File: src/hdl/idll_pkg.sv
// Package for the indexed doubly linked list: request and result structs,
// function codes, status codes and the default table size.
// No dependencies.
`timescale 1ns / 1ps

package idll_pkg;

    localparam int DEF_SLOTS = 16;

    localparam int FUNC_W  = 3;
    localparam int KEY_W   = 31;
    localparam int PLATE_W = 56;
    localparam int CLASS_W = 2;
    localparam int STAT_W  = 3;
    localparam int SLOT_W  = 4;
    localparam int COUNT_W = 5;

    // Function codes.
    localparam logic [FUNC_W-1:0] FN_INS_HEAD  = 3'd0;
    localparam logic [FUNC_W-1:0] FN_INS_TAIL  = 3'd1;
    localparam logic [FUNC_W-1:0] FN_INS_AFTER = 3'd2;
    localparam logic [FUNC_W-1:0] FN_RM_HEAD   = 3'd3;
    localparam logic [FUNC_W-1:0] FN_RM_TAIL   = 3'd4;
    localparam logic [FUNC_W-1:0] FN_RM_KEY    = 3'd5;

    // Status codes.
    localparam logic [STAT_W-1:0] ST_OK       = 3'd0;
    localparam logic [STAT_W-1:0] ST_FULL     = 3'd1;
    localparam logic [STAT_W-1:0] ST_EMPTY    = 3'd2;
    localparam logic [STAT_W-1:0] ST_NOTFOUND = 3'd3;
    localparam logic [STAT_W-1:0] ST_BADKEY   = 3'd4;

    typedef struct packed {
        logic [FUNC_W-1:0]  func;
        logic [KEY_W-1:0]   new_key;
        logic [KEY_W-1:0]   anchor_key;
        logic [PLATE_W-1:0] plate_payload;
        logic [CLASS_W-1:0] vehicle_class;
    } t_req;

    typedef struct packed {
        logic [STAT_W-1:0]  status;
        logic [SLOT_W-1:0]  slot_touched;
        logic [COUNT_W-1:0] entry_count;
    } t_rsp;

endpackage

File: src/hdl/indexed_doubly_linked_list.sv
// Indexed doubly linked list kept in a slot table held in one synchronous RAM.
// Depends on idll_pkg for the request/result structs and the codes.
// Link updates of neighbour entries go through read-modify-write sequences on that RAM.
//
//  Channel   Ports                      Direction  Transfer
//  request   start, busy, i_req         in         start high and busy low
//  result    o_valid, o_rsp             out        o_valid high for one cycle
//
// Rejected requests (full, bad key, empty, unknown function) answer in the next cycle.
// Others pass through a free-slot scan for inserts, a walk along the links for
// insert-after and remove-by-key, and the link-patch states that rewrite the
// neighbouring entries before the result strobe.
// Reset clears head, tail, count and the per-slot occupancy bits.
// The receiver cannot stall; busy drops in the cycle that carries the result strobe.
`timescale 1ns / 1ps

module indexed_doubly_linked_list
    import idll_pkg::*;
#(
    parameter int SLOTS = DEF_SLOTS
) (
    input  logic i_clk,
    input  logic i_rst_n,
    input  logic start,
    output logic busy,
    input  t_req i_req,
    output logic o_valid,
    output t_rsp o_rsp
);

    localparam int IW = $clog2(SLOTS);
    localparam int LW = $clog2(SLOTS + 1);
    localparam int CW = $clog2(SLOTS + 1);
    localparam logic [LW-1:0] NIL = LW'(SLOTS);

    typedef struct packed {
        logic [KEY_W-1:0]   key;
        logic [PLATE_W-1:0] plate;
        logic [CLASS_W-1:0] vclass;
        logic [LW-1:0]      next;
        logic [LW-1:0]      prev;
    } t_entry;

    typedef enum logic [3:0] {
        S_IDLE,
        S_SCAN,
        S_WALK,
        S_INS,
        S_ANCH_WR,
        S_PATCH_RD,
        S_PATCH_WR,
        S_RM0,
        S_RM_P_WR,
        S_RM_N,
        S_RM_N_WR
    } t_state;

    function automatic logic is_nil(input logic [LW-1:0] link);
        return link >= NIL;
    endfunction

    // Slot table RAM.
    t_entry r_mem [SLOTS];
    t_entry r_rd_q;
    logic          rd_en;
    logic [IW-1:0] rd_addr;
    logic          wr_en;
    logic [IW-1:0] wr_addr;
    t_entry        wr_data;

    // Control state.
    t_state          r_state, n_state;
    logic [LW-1:0]   r_head, n_head;
    logic [LW-1:0]   r_tail, n_tail;
    logic [CW-1:0]   r_count, n_count;
    logic [SLOTS-1:0] r_valid, n_valid;
    logic            r_valid_out, n_valid_out;

    // Working registers.
    t_req            r_req, n_req;
    logic [IW-1:0]   r_idx, n_idx;
    logic [IW-1:0]   r_steps, n_steps;
    logic [LW-1:0]   r_cur, n_cur;
    logic [IW-1:0]   r_pv, n_pv;
    logic [IW-1:0]   r_slot, n_slot;
    logic [IW-1:0]   r_paddr, n_paddr;
    logic            r_psel, n_psel;
    logic [LW-1:0]   r_p, n_p;
    logic [LW-1:0]   r_n, n_n;
    t_rsp            r_rsp, n_rsp;

    logic            fin;
    logic [STAT_W-1:0] fin_status;
    logic            fin_use_slot;
    logic            walk_hit;
    t_entry          new_ent;

    assign walk_hit = r_valid[r_cur[IW-1:0]] && (r_rd_q.key == r_req.anchor_key);

    always_comb begin
        n_state     = r_state;
        n_head      = r_head;
        n_tail      = r_tail;
        n_count     = r_count;
        n_valid     = r_valid;
        n_req       = r_req;
        n_idx       = r_idx;
        n_steps     = r_steps;
        n_cur       = r_cur;
        n_pv        = r_pv;
        n_slot      = r_slot;
        n_paddr     = r_paddr;
        n_psel      = r_psel;
        n_p         = r_p;
        n_n         = r_n;
        rd_en       = 1'b0;
        rd_addr     = r_cur[IW-1:0];
        wr_en       = 1'b0;
        wr_addr     = r_pv;
        wr_data     = r_rd_q;
        fin         = 1'b0;
        fin_status  = ST_OK;
        fin_use_slot = 1'b0;

        new_ent.key    = r_req.new_key;
        new_ent.plate  = r_req.plate_payload;
        new_ent.vclass = r_req.vehicle_class;
        new_ent.next   = NIL;
        new_ent.prev   = NIL;

        case (r_state)
            S_IDLE: begin
                if (start) begin
                    n_req = i_req;
                    case (i_req.func)
                        FN_INS_HEAD, FN_INS_TAIL, FN_INS_AFTER: begin
                            if (r_count >= CW'(SLOTS)) begin
                                fin        = 1'b1;
                                fin_status = ST_FULL;
                            end else if (i_req.new_key == '0) begin
                                fin        = 1'b1;
                                fin_status = ST_BADKEY;
                            end else if (i_req.func == FN_INS_AFTER &&
                                         (i_req.anchor_key == '0 || is_nil(r_head))) begin
                                fin        = 1'b1;
                                fin_status = ST_NOTFOUND;
                            end else begin
                                n_idx   = '0;
                                n_state = S_SCAN;
                            end
                        end
                        FN_RM_HEAD, FN_RM_TAIL, FN_RM_KEY: begin
                            if (r_count == '0 || is_nil(r_head)) begin
                                fin        = 1'b1;
                                fin_status = ST_EMPTY;
                            end else if (i_req.func == FN_RM_HEAD) begin
                                rd_en   = 1'b1;
                                rd_addr = r_head[IW-1:0];
                                n_cur   = r_head;
                                n_state = S_RM0;
                            end else if (i_req.func == FN_RM_TAIL) begin
                                rd_en   = 1'b1;
                                rd_addr = r_tail[IW-1:0];
                                n_cur   = r_tail;
                                n_state = S_RM0;
                            end else if (i_req.anchor_key == '0) begin
                                fin        = 1'b1;
                                fin_status = ST_NOTFOUND;
                            end else begin
                                rd_en   = 1'b1;
                                rd_addr = r_head[IW-1:0];
                                n_cur   = r_head;
                                n_steps = '0;
                                n_state = S_WALK;
                            end
                        end
                        default: begin
                            fin = 1'b1;
                        end
                    endcase
                end
            end

            S_SCAN: begin
                // The count is below SLOTS here, so a free slot always exists.
                if (!r_valid[r_idx]) begin
                    n_pv = r_idx;
                    if (r_req.func == FN_INS_AFTER) begin
                        rd_en   = 1'b1;
                        rd_addr = r_head[IW-1:0];
                        n_cur   = r_head;
                        n_steps = '0;
                        n_state = S_WALK;
                    end else begin
                        n_state = S_INS;
                    end
                end else begin
                    n_idx = r_idx + 1'b1;
                end
            end

            S_WALK: begin
                // The entry at r_cur sits in the read register; the next read
                // is issued straight from its link field.
                if (walk_hit) begin
                    n_state = (r_req.func == FN_RM_KEY) ? S_RM0 : S_INS;
                end else if (is_nil(r_rd_q.next) || r_steps == IW'(SLOTS - 1)) begin
                    fin        = 1'b1;
                    fin_status = ST_NOTFOUND;
                    n_state    = S_IDLE;
                end else begin
                    rd_en   = 1'b1;
                    rd_addr = r_rd_q.next[IW-1:0];
                    n_cur   = r_rd_q.next;
                    n_steps = r_steps + 1'b1;
                end
            end

            S_INS: begin
                wr_en          = 1'b1;
                wr_addr        = r_pv;
                n_valid[r_pv]  = 1'b1;
                n_count        = r_count + 1'b1;
                n_slot         = r_pv;
                if (is_nil(r_head)) begin
                    n_head  = LW'(r_pv);
                    n_tail  = LW'(r_pv);
                    fin     = 1'b1;
                    fin_use_slot = 1'b1;
                    n_state = S_IDLE;
                end else if (r_req.func == FN_INS_HEAD) begin
                    new_ent.next = r_head;
                    n_paddr = r_head[IW-1:0];
                    n_psel  = 1'b1;
                    n_head  = LW'(r_pv);
                    n_state = S_PATCH_RD;
                end else if (r_req.func == FN_INS_TAIL) begin
                    new_ent.prev = r_tail;
                    n_tail = LW'(r_pv);
                    if (!is_nil(r_tail)) begin
                        n_paddr = r_tail[IW-1:0];
                        n_psel  = 1'b0;
                        n_state = S_PATCH_RD;
                    end else begin
                        fin     = 1'b1;
                        fin_use_slot = 1'b1;
                        n_state = S_IDLE;
                    end
                end else begin
                    new_ent.prev = r_cur;
                    new_ent.next = r_rd_q.next;
                    n_n     = r_rd_q.next;
                    n_state = S_ANCH_WR;
                end
                wr_data = new_ent;
            end

            S_ANCH_WR: begin
                // The anchor entry is still held in the read register.
                wr_en        = 1'b1;
                wr_addr      = r_cur[IW-1:0];
                wr_data      = r_rd_q;
                wr_data.next = LW'(r_pv);
                if (!is_nil(r_n)) begin
                    n_paddr = r_n[IW-1:0];
                    n_psel  = 1'b1;
                    n_state = S_PATCH_RD;
                end else begin
                    n_tail  = LW'(r_pv);
                    fin     = 1'b1;
                    fin_use_slot = 1'b1;
                    n_state = S_IDLE;
                end
            end

            S_PATCH_RD: begin
                rd_en   = 1'b1;
                rd_addr = r_paddr;
                n_state = S_PATCH_WR;
            end

            S_PATCH_WR: begin
                wr_en   = 1'b1;
                wr_addr = r_paddr;
                wr_data = r_rd_q;
                if (r_psel) begin
                    wr_data.prev = LW'(r_pv);
                end else begin
                    wr_data.next = LW'(r_pv);
                end
                fin     = 1'b1;
                fin_use_slot = 1'b1;
                n_state = S_IDLE;
            end

            S_RM0: begin
                n_p = r_rd_q.prev;
                n_n = r_rd_q.next;
                n_valid[r_cur[IW-1:0]] = 1'b0;
                n_count = r_count - 1'b1;
                n_slot  = r_cur[IW-1:0];
                if (!is_nil(r_rd_q.prev)) begin
                    rd_en   = 1'b1;
                    rd_addr = r_rd_q.prev[IW-1:0];
                    n_state = S_RM_P_WR;
                end else begin
                    n_head  = r_rd_q.next;
                    n_state = S_RM_N;
                end
            end

            S_RM_P_WR: begin
                wr_en        = 1'b1;
                wr_addr      = r_p[IW-1:0];
                wr_data      = r_rd_q;
                wr_data.next = r_n;
                n_state      = S_RM_N;
            end

            S_RM_N: begin
                if (!is_nil(r_n)) begin
                    rd_en   = 1'b1;
                    rd_addr = r_n[IW-1:0];
                    n_state = S_RM_N_WR;
                end else begin
                    n_tail  = r_p;
                    fin     = 1'b1;
                    fin_use_slot = 1'b1;
                    n_state = S_IDLE;
                end
            end

            S_RM_N_WR: begin
                wr_en        = 1'b1;
                wr_addr      = r_n[IW-1:0];
                wr_data      = r_rd_q;
                wr_data.prev = r_p;
                fin          = 1'b1;
                fin_use_slot = 1'b1;
                n_state      = S_IDLE;
            end

            default: begin
                n_state = S_IDLE;
            end
        endcase

        n_valid_out        = fin;
        n_rsp              = r_rsp;
        if (fin) begin
            n_rsp.status       = fin_status;
            n_rsp.slot_touched = fin_use_slot ? SLOT_W'(n_slot) : '0;
            n_rsp.entry_count  = COUNT_W'(n_count);
        end
    end

    always_ff @(posedge i_clk) begin
        if (!i_rst_n) begin
            r_state     <= S_IDLE;
            r_head      <= NIL;
            r_tail      <= NIL;
            r_count     <= '0;
            r_valid     <= '0;
            r_valid_out <= 1'b0;
        end else begin
            r_state     <= n_state;
            r_head      <= n_head;
            r_tail      <= n_tail;
            r_count     <= n_count;
            r_valid     <= n_valid;
            r_valid_out <= n_valid_out;
        end
        r_req   <= n_req;
        r_idx   <= n_idx;
        r_steps <= n_steps;
        r_cur   <= n_cur;
        r_pv    <= n_pv;
        r_slot  <= n_slot;
        r_paddr <= n_paddr;
        r_psel  <= n_psel;
        r_p     <= n_p;
        r_n     <= n_n;
        r_rsp   <= n_rsp;
    end

    always_ff @(posedge i_clk) begin
        if (wr_en) begin
            r_mem[wr_addr] <= wr_data;
        end
        if (rd_en) begin
            r_rd_q <= r_mem[rd_addr];
        end
    end

    assign busy    = (r_state != S_IDLE);
    assign o_valid = r_valid_out;
    assign o_rsp   = r_rsp;

    // The count always equals the number of occupied slots.
    a_count_matches_occupancy: assert property (@(posedge i_clk) disable iff (!i_rst_n)
        r_count == CW'($countones(r_valid)))
        else $error("entry count differs from occupied slot count");

    // An empty list and a null head go together.
    a_empty_head: assert property (@(posedge i_clk) disable iff (!i_rst_n)
        (r_count == '0) == is_nil(r_head))
        else $error("head pointer disagrees with entry count");

    // The sequencer never reads an entry in the cycle it rewrites it.
    a_no_rw_collision: assert property (@(posedge i_clk) disable iff (!i_rst_n)
        !(rd_en && wr_en && rd_addr == wr_addr))
        else $error("RAM read and write to the same slot in one cycle");

    // A result strobe follows only a taken request or a busy cycle.
    a_result_has_source: assert property (@(posedge i_clk) disable iff (!i_rst_n)
        o_valid |-> ($past(start) && !$past(busy)) || $past(busy))
        else $error("result strobe without a request");

endmodule

File: config.mk
export PLATFORM = sky130hd
export DESIGN_NAME = indexed_doubly_linked_list
export DESIGN_NICKNAME = d
export VERILOG_FILES = /design/src/hdl/idll_pkg.sv /design/src/hdl/indexed_doubly_linked_list.sv
export SDC_FILE = /design/constraint.sdc
export NUM_CORES = 1
export LEC_CHECK = 0
export ABC_AREA = 1
export BUFFER_PORTS_ARGS = -buffer_cell sky130_fd_sc_hd__buf_2
export CAP_MARGIN = 20
export CORE_ASPECT_RATIO = 1.2
export CORE_MARGIN = 3
export CORE_UTILIZATION = 45
export DETAILED_ROUTE_END_ITERATION = 8
export PLACE_DENSITY = 0.69
export SLEW_MARGIN = 20
export SYNTH_ARGS = -nofsm -noshare
export SYNTH_HDL_FRONTEND = slang
export SYNTH_SLANG_ARGS = --single-unit
File: constraint.sdc
create_clock -name i_clk -period 5.87 [get_ports i_clk]
set_input_delay 1.174 -clock i_clk [delete_from_list [all_inputs] [get_ports i_clk]]
set_output_delay 1.174 -clock i_clk [all_outputs]
set_load 0.05 [all_outputs]
* Word-level counts from Yosys, hierarchy flattened
Memory sizes are Yosys's and may differ from the RTL's. A register that Yosys moved wholly into a read port is not among the register bits.
Cells that the tools add are included.
** Word-level totals
- Register bits :: 207
- Bits in writable memories :: 1584
- Bits of input ports :: 126
- Output and inout bits :: 14
- Word-level logic and storage cells :: 288
- Memories kept :: 1
** Operators by class
- $add $sub $neg :: 4
- $lt $le $gt $ge :: 11
- Equality and inequality tests :: 55
- Multiplexer cells :: 156
- Bitwise logic cells :: 4
- Reductions and logical operators :: 34
** Memories
- r_mem :: words 16, bits a word 99, read ports 1, clocked after Yosys merged registers in 1, write ports 1, line indexed_doubly_linked_list.sv:63 : t_entry r_mem [SLOTS];
** Operators with widths (number)
- $pmux 99 s5 :: 1
- $mux 4 :: 48
- $mux 5 :: 27
- $logic_not 31->1 :: 2
- $mux 1 :: 41
- $ne 2x2->1 const B :: 20
- $pmux 4 s9 :: 1
- $pmux 16 s2 :: 1
- $pmux 4 s2 :: 4
- $eq 31x31->1 :: 1
- $ge 5x5->1 const B :: 6
- $ne 3x3->1 const B :: 10
- $pmux 5 s2 :: 3
- $pmux 5 s3 :: 2
- $pmux 4 s6 :: 1
- $mux 3 :: 6
- $reduce_and 9->1 :: 2
- $and 16x16->16 :: 1
- $eq 4x3->1 const B :: 4
- $eq 4x4->1 const B :: 4
- $not 16->16 :: 1
- $or 16x16->16 :: 1
- $pmux 4 s4 :: 1
- $lt 4x5->1 const B :: 3
- 41 further kinds :: 73

* Depth between registers and ports, before layout
- Depth in word-level cells :: 9
- Gate-level depth with buffers :: 22
- Gate-level depth less buffers :: 19

* Worst setup path after synthesis
OpenSTA, ideal clock, no wires.
- Path kind :: register -> register
- From :: reg r_state[3]
- To :: reg r_rsp, in the netlist o_rsp[0] (enable)
- Library setup time :: 0.353 ns
- Data arrival time :: 4.700 ns
- Data required time :: 5.517 ns
- Setup slack :: 0.817 ns
- Stages on the path, launching flop included :: 8
- Buffers on the path :: 0
- Clock period less this slack :: 5.053 ns
- Cells stage by stage :: dfxtp_1 nor2_1 inv_1 nor2_1 inv_1 nor2_1 nand2_1 nand2_1
** Between the ends
- Word-level cells in the longest chain between the ends :: 3
- Elaborated cells between the ends (all ways) :: 10
- Those cells by class :: eq/ne (6); mux (1); reduce/logical (3)
** RTL lines
- start: declaration :: line indexed_doubly_linked_list.sv:72 : t_state r_state, n_state;
- start signal: assignment :: line indexed_doubly_linked_list.sv:366 : r_state <= n_state;
- $eq 4x3->1 / $eq 4x4->1 (equally long branches) :: line indexed_doubly_linked_list.sv:131 : case (r_state)
- $reduce_or 2->1 (no source line)
- $pmux 1 s5 * :: line indexed_doubly_linked_list.sv:131
- net fin :: line indexed_doubly_linked_list.sv:92 : logic fin;
- end signal: assignment :: line indexed_doubly_linked_list.sv:383 : r_rsp <= n_rsp;
- end: declaration :: line indexed_doubly_linked_list.sv:90 : t_rsp r_rsp, n_rsp;
The timed path passes the listed nets; every way through them passes the cells marked *.
A chain may end at the register's enable or synchronous reset.

* Worst setup path after layout
- From :: in i_req[63] in the netlist's numbering
- To :: reg, netlist name r_rd_q[77]
** Between the ends
- Word-level cells in the longest chain between the ends :: 8
- Elaborated cells between the ends (all ways) :: 15
- Those cells by class :: mux (14); reduce/logical (1)
** RTL lines
- start: declaration :: line indexed_doubly_linked_list.sv:26 : input t_req i_req,
- $logic_not 31->1 * :: line indexed_doubly_linked_list.sv:166 : end else if (i_req.anchor_key == '0) begin
- $mux 4 / $mux 1 (equally long branches) :: line indexed_doubly_linked_list.sv:166
- $mux 4 / $mux 1 (equally long branches) :: line indexed_doubly_linked_list.sv:161 : end else if (i_req.func == FN_RM_TAIL) begin
- $mux 4 / $mux 1 (equally long branches) :: line indexed_doubly_linked_list.sv:156 : end else if (i_req.func == FN_RM_HEAD) begin
- $mux 4 / $mux 1 (equally long branches) :: line indexed_doubly_linked_list.sv:153 : if (r_count == '0 || is_nil(r_head)) begin
- $mux 4 / $mux 1 (equally long branches) :: line indexed_doubly_linked_list.sv:135 : case (i_req.func)
- $mux 4 / $mux 1 (equally long branches) :: line indexed_doubly_linked_list.sv:133 : if (start) begin
- $pmux 4 s6 / $pmux 1 s6 (equally long branches) :: line indexed_doubly_linked_list.sv:131
Every way passes the cells marked *; elsewhere a longest branch is shown, timed or not.

==> impl_metrics.csv <==
group,metric,value,unit
sta,hold_viol,0,
synth,synth_top_area_cell,"edfxtp_1",
sta,slew_viol_final,0,
finish,fin_cells,5010,
floorplanning,num_rows,116,
clock_network,cts_setup_buffers,0,
sta,skew,0.0249,ns
pwr,vdd_drop_max,0.000970,V
synth,yosys-top-cells-count,"nand2_1 (853), edfxtp_1 (806), nand3_1 (793), inv_1 (565), nor2_1 (143)",
route,drc_errors,0,
clock_network,cts-root-buf,"clkbuf_16",
clock_network,cts_resized,0,
global_routing,grt_pass1_vias,26618,
synth,yosysSeqAreaShare,0.653,
floorplanning,die_h,326,um
sta,rsz0062_at_grt,"no",
route,first_iter_violations,3387,
clock_network,postCtsHoldBufs,0,
sta,setup_violations,0,
synth,synth_edf_count,806,
pwr,p_comb_frac,0.456,
floorplanning,start_util,0.457,
synth,ys_warn_count,0,
clock_network,cts_tree,"yes",
outcome,outcome,"finished clean",
route,drt-pass1-iter-count,6,
pwr,switching_power,0.0110,W
pwr,intPower,0.0143,W
pwr,swShare,0.434,
sta,min_period,4.42,ns
global_routing,gr-total-overflow,0,
critical_path,end_kind,"flip-flop",
route,routed_wl,103000,um
placement,dpl.hpwl,56700,um
route,num_vias,27723,
synth,synthFlopType,"edfxtp_1",
clock_network,clock-sinks,846,
route,drtAntennaViolNets,0,
synth,netlist_area,38300,um2
finish,fin_nets,3950,
synth,syn-num-nets,3906,
synth,synth_top_area_share,0.632,
critical_path,r2r_slack,1.84,ns
critical_path,start_kind,"primary input",
sta,fin_crit_sh,0.753,
global_routing,antenna_found_initial,2,
sta,relSlewSlack,0.258,
pwr,leakage,17.4,nW
floorplanning,die_w,272,um
route,vias_per_cell,5.53,
finish,fillCellCount,7286,
global_routing,grt_pass1_wl,155000,um
critical_path,crit_required,6.23,ns
placement,portBuffers,81,
pwr,p_clk_frac,0.217,
synth,synth_area_leaders,"edfxtp_1 (63%), nand3_1 (10%), nand2_1 (8.4%), inv_1 (5.5%), dfxtp_1 (2.1%)",
synth,netlist_instances,3774,
synth,yosys.cell_types.count,47,
sta,tightest_slew,1.11,ns
critical_path,critPathMaxFanout,85,
synth,yosysMostFrequentCell,"nand2_1",
clock_network,cts-htree-levels,3,
worst_hold_path,min_path_type,"reg2reg",
run,drv_cap,0,
clock_network,clock_latency,0.65,ns
floorplanning,coreArea,83900,um2
floorplanning,dieArea,88700,um2
placement,placedCellCount,4847,
critical_path,crit_type,"in2reg",
synth,ys_ff_latch,846,
synth,synth.avg_cell_area,10.2,um2
placement,gp_congestion,0.944,
global_routing,grt_max_degree,188,
finish,syn_to_final_growth,12.3,%
finish,drive_above_1_share,0.0828,
clock_network,clk_pin_slew_worst_paths,0.06,ns
sta,fin_tns_setup,0,ns
pwr,p_seq_frac,0.327,
pwr,powerDensity,588,nW/um2
clock_network,ctsLongestPathBuffers,3,
floorplanning,ios,140,
route,routedWlPerCell,20.5,um
sta,fmax,226,MHz
critical_path,crit_arrival,4.78,ns
synth,async_reset_ff_frac,0,
global_routing,track_usage,0.227,
clock_network,cts_buffers,88,
-- layout by cell type (no fill, tap or decap), drive strengths merged, types with 10 or more instances in the layout --
cell type / synthesis / layout
o221ai: 13 / 13
a21oi: 41 / 41
clkbuf: 60 / 115
buf: 136 / 149
clkinv: 2 / 35
inv: 572 / 575
a31oi: 11 / 11
o211a: 13 / 13
o211ai: 10 / 10
xnor2: 18 / 18
dfxtp: 40 / 40
edfxtp: 806 / 806
o21ai: 96 / 96
nand3: 795 / 795
nand2: 856 / 856
nor2: 150 / 150
nand3b: 84 / 84
-- final cells by class --
class,count,area [um2],area share
multi-input cells,2158,10400,0.243
well taps,1121,1400,0.0326
clock inverters,46,463,0.0108
flip-flops and latches,846,25000,0.581
clock buffers,114,2370,0.0552
inverters,574,2160,0.0502
repair buffers,150,1160,0.0271
diodes,1,2.50,0.0000582
-- metal layers --
metal	wire length [um]	vias to the layer above	track usage
met2	49500	1363	0.377
met4	3550	0	0.0932
met3	9210	242	0.0349
met5	0	-	0
met1	40400	13305	0.299
li1	-	12813	-
-- logic make-up (layout without fill, tap and decap cells) --
| family | after synthesis | count (layout) | synth area share |
|---|---|---|---|
| fa+ha+maj | 6 | 6 | 0.00216 |
| buf+inv | 770 | 884 | 0.0802 |
| simple gates | 1910 | 1910 | 0.224 |
| other cells | 0 | 1 | 0 |
| flops | 846 | 846 | 0.653 |
| xor+xnor | 27 | 27 | 0.00617 |
| compound gates | 215 | 215 | 0.0347 |
-- sequential cells by signal, indices dropped and copies added (netlist names), 4 cells and up --
signal and cells:
r_tail 5, r_idx 4, r_p 5, r_n 5
r_pv 4, r_slot 4, r_head 5, r_state 4
r_count 5, new_ent 31, r_rd_q 41, r_valid 16
o_rsp 12, r_steps 4, r_mem 656, r_req 34
r_cur 5, r_paddr 4
-- power by group through the flow --
stage / clock network, W / logic, W / registers (W)
after floorplan: 0 / 0.00797 / 0.00839
after global placement: 0 / 0.0112 / 0.00839
after detailed placement: 0 / 0.0114 / 0.00840
after CTS: 0.00554 / 0.0115 / 0.00828
after global routing: 0.00580 / 0.0127 / 0.00832
final: 0.00549 / 0.0115 / 0.00828
-- worst max-delay path, cell delays in order --
cell	delay [ns]
buf_2	0.11
nor2_1	0.29
nand2_1	0.14
nor2_1	0.59
nand2_1	0.14
nor2_1	0.40
nand2_1	0.09
nand3_1	0.10
a21oi_1	0.07
nor2_1	0.28
nand2_8	0.12
nand2_4	0.26
buf_12	0.37
nand2_1	0.12
nand3_1	0.10
nand3_1	0.10
nand3_1	0.10
nand2_1	0.13
-- metrics by stage --
step                setup WS, ns  total power (W)  utilization  cell area [um2]  hold slack (ns)
floorplan                  0.817           0.0164            -            38300            0.434
global route                1.16           0.0268        0.513            43000            0.497
detailed placement         0.886           0.0198        0.478            40100            0.453
finish                      1.45           0.0253        0.513            43000            0.480
CTS                         1.49           0.0253        0.512            43000            0.474
global placement           0.871           0.0196        0.478            40100            0.451
-- worst paths after layout --
kind | start | endpoint | cells after the start
min reg2reg | r_slot[1] | r_slot[1] | 2
min | r_slot[1] | r_slot[1] | 2
max | i_req[63] | r_rd_q[77] | 18
max reg2reg | r_idx[0] | r_rd_q[77] | 15
No activity file was read; power rests on OpenSTA's default activity.
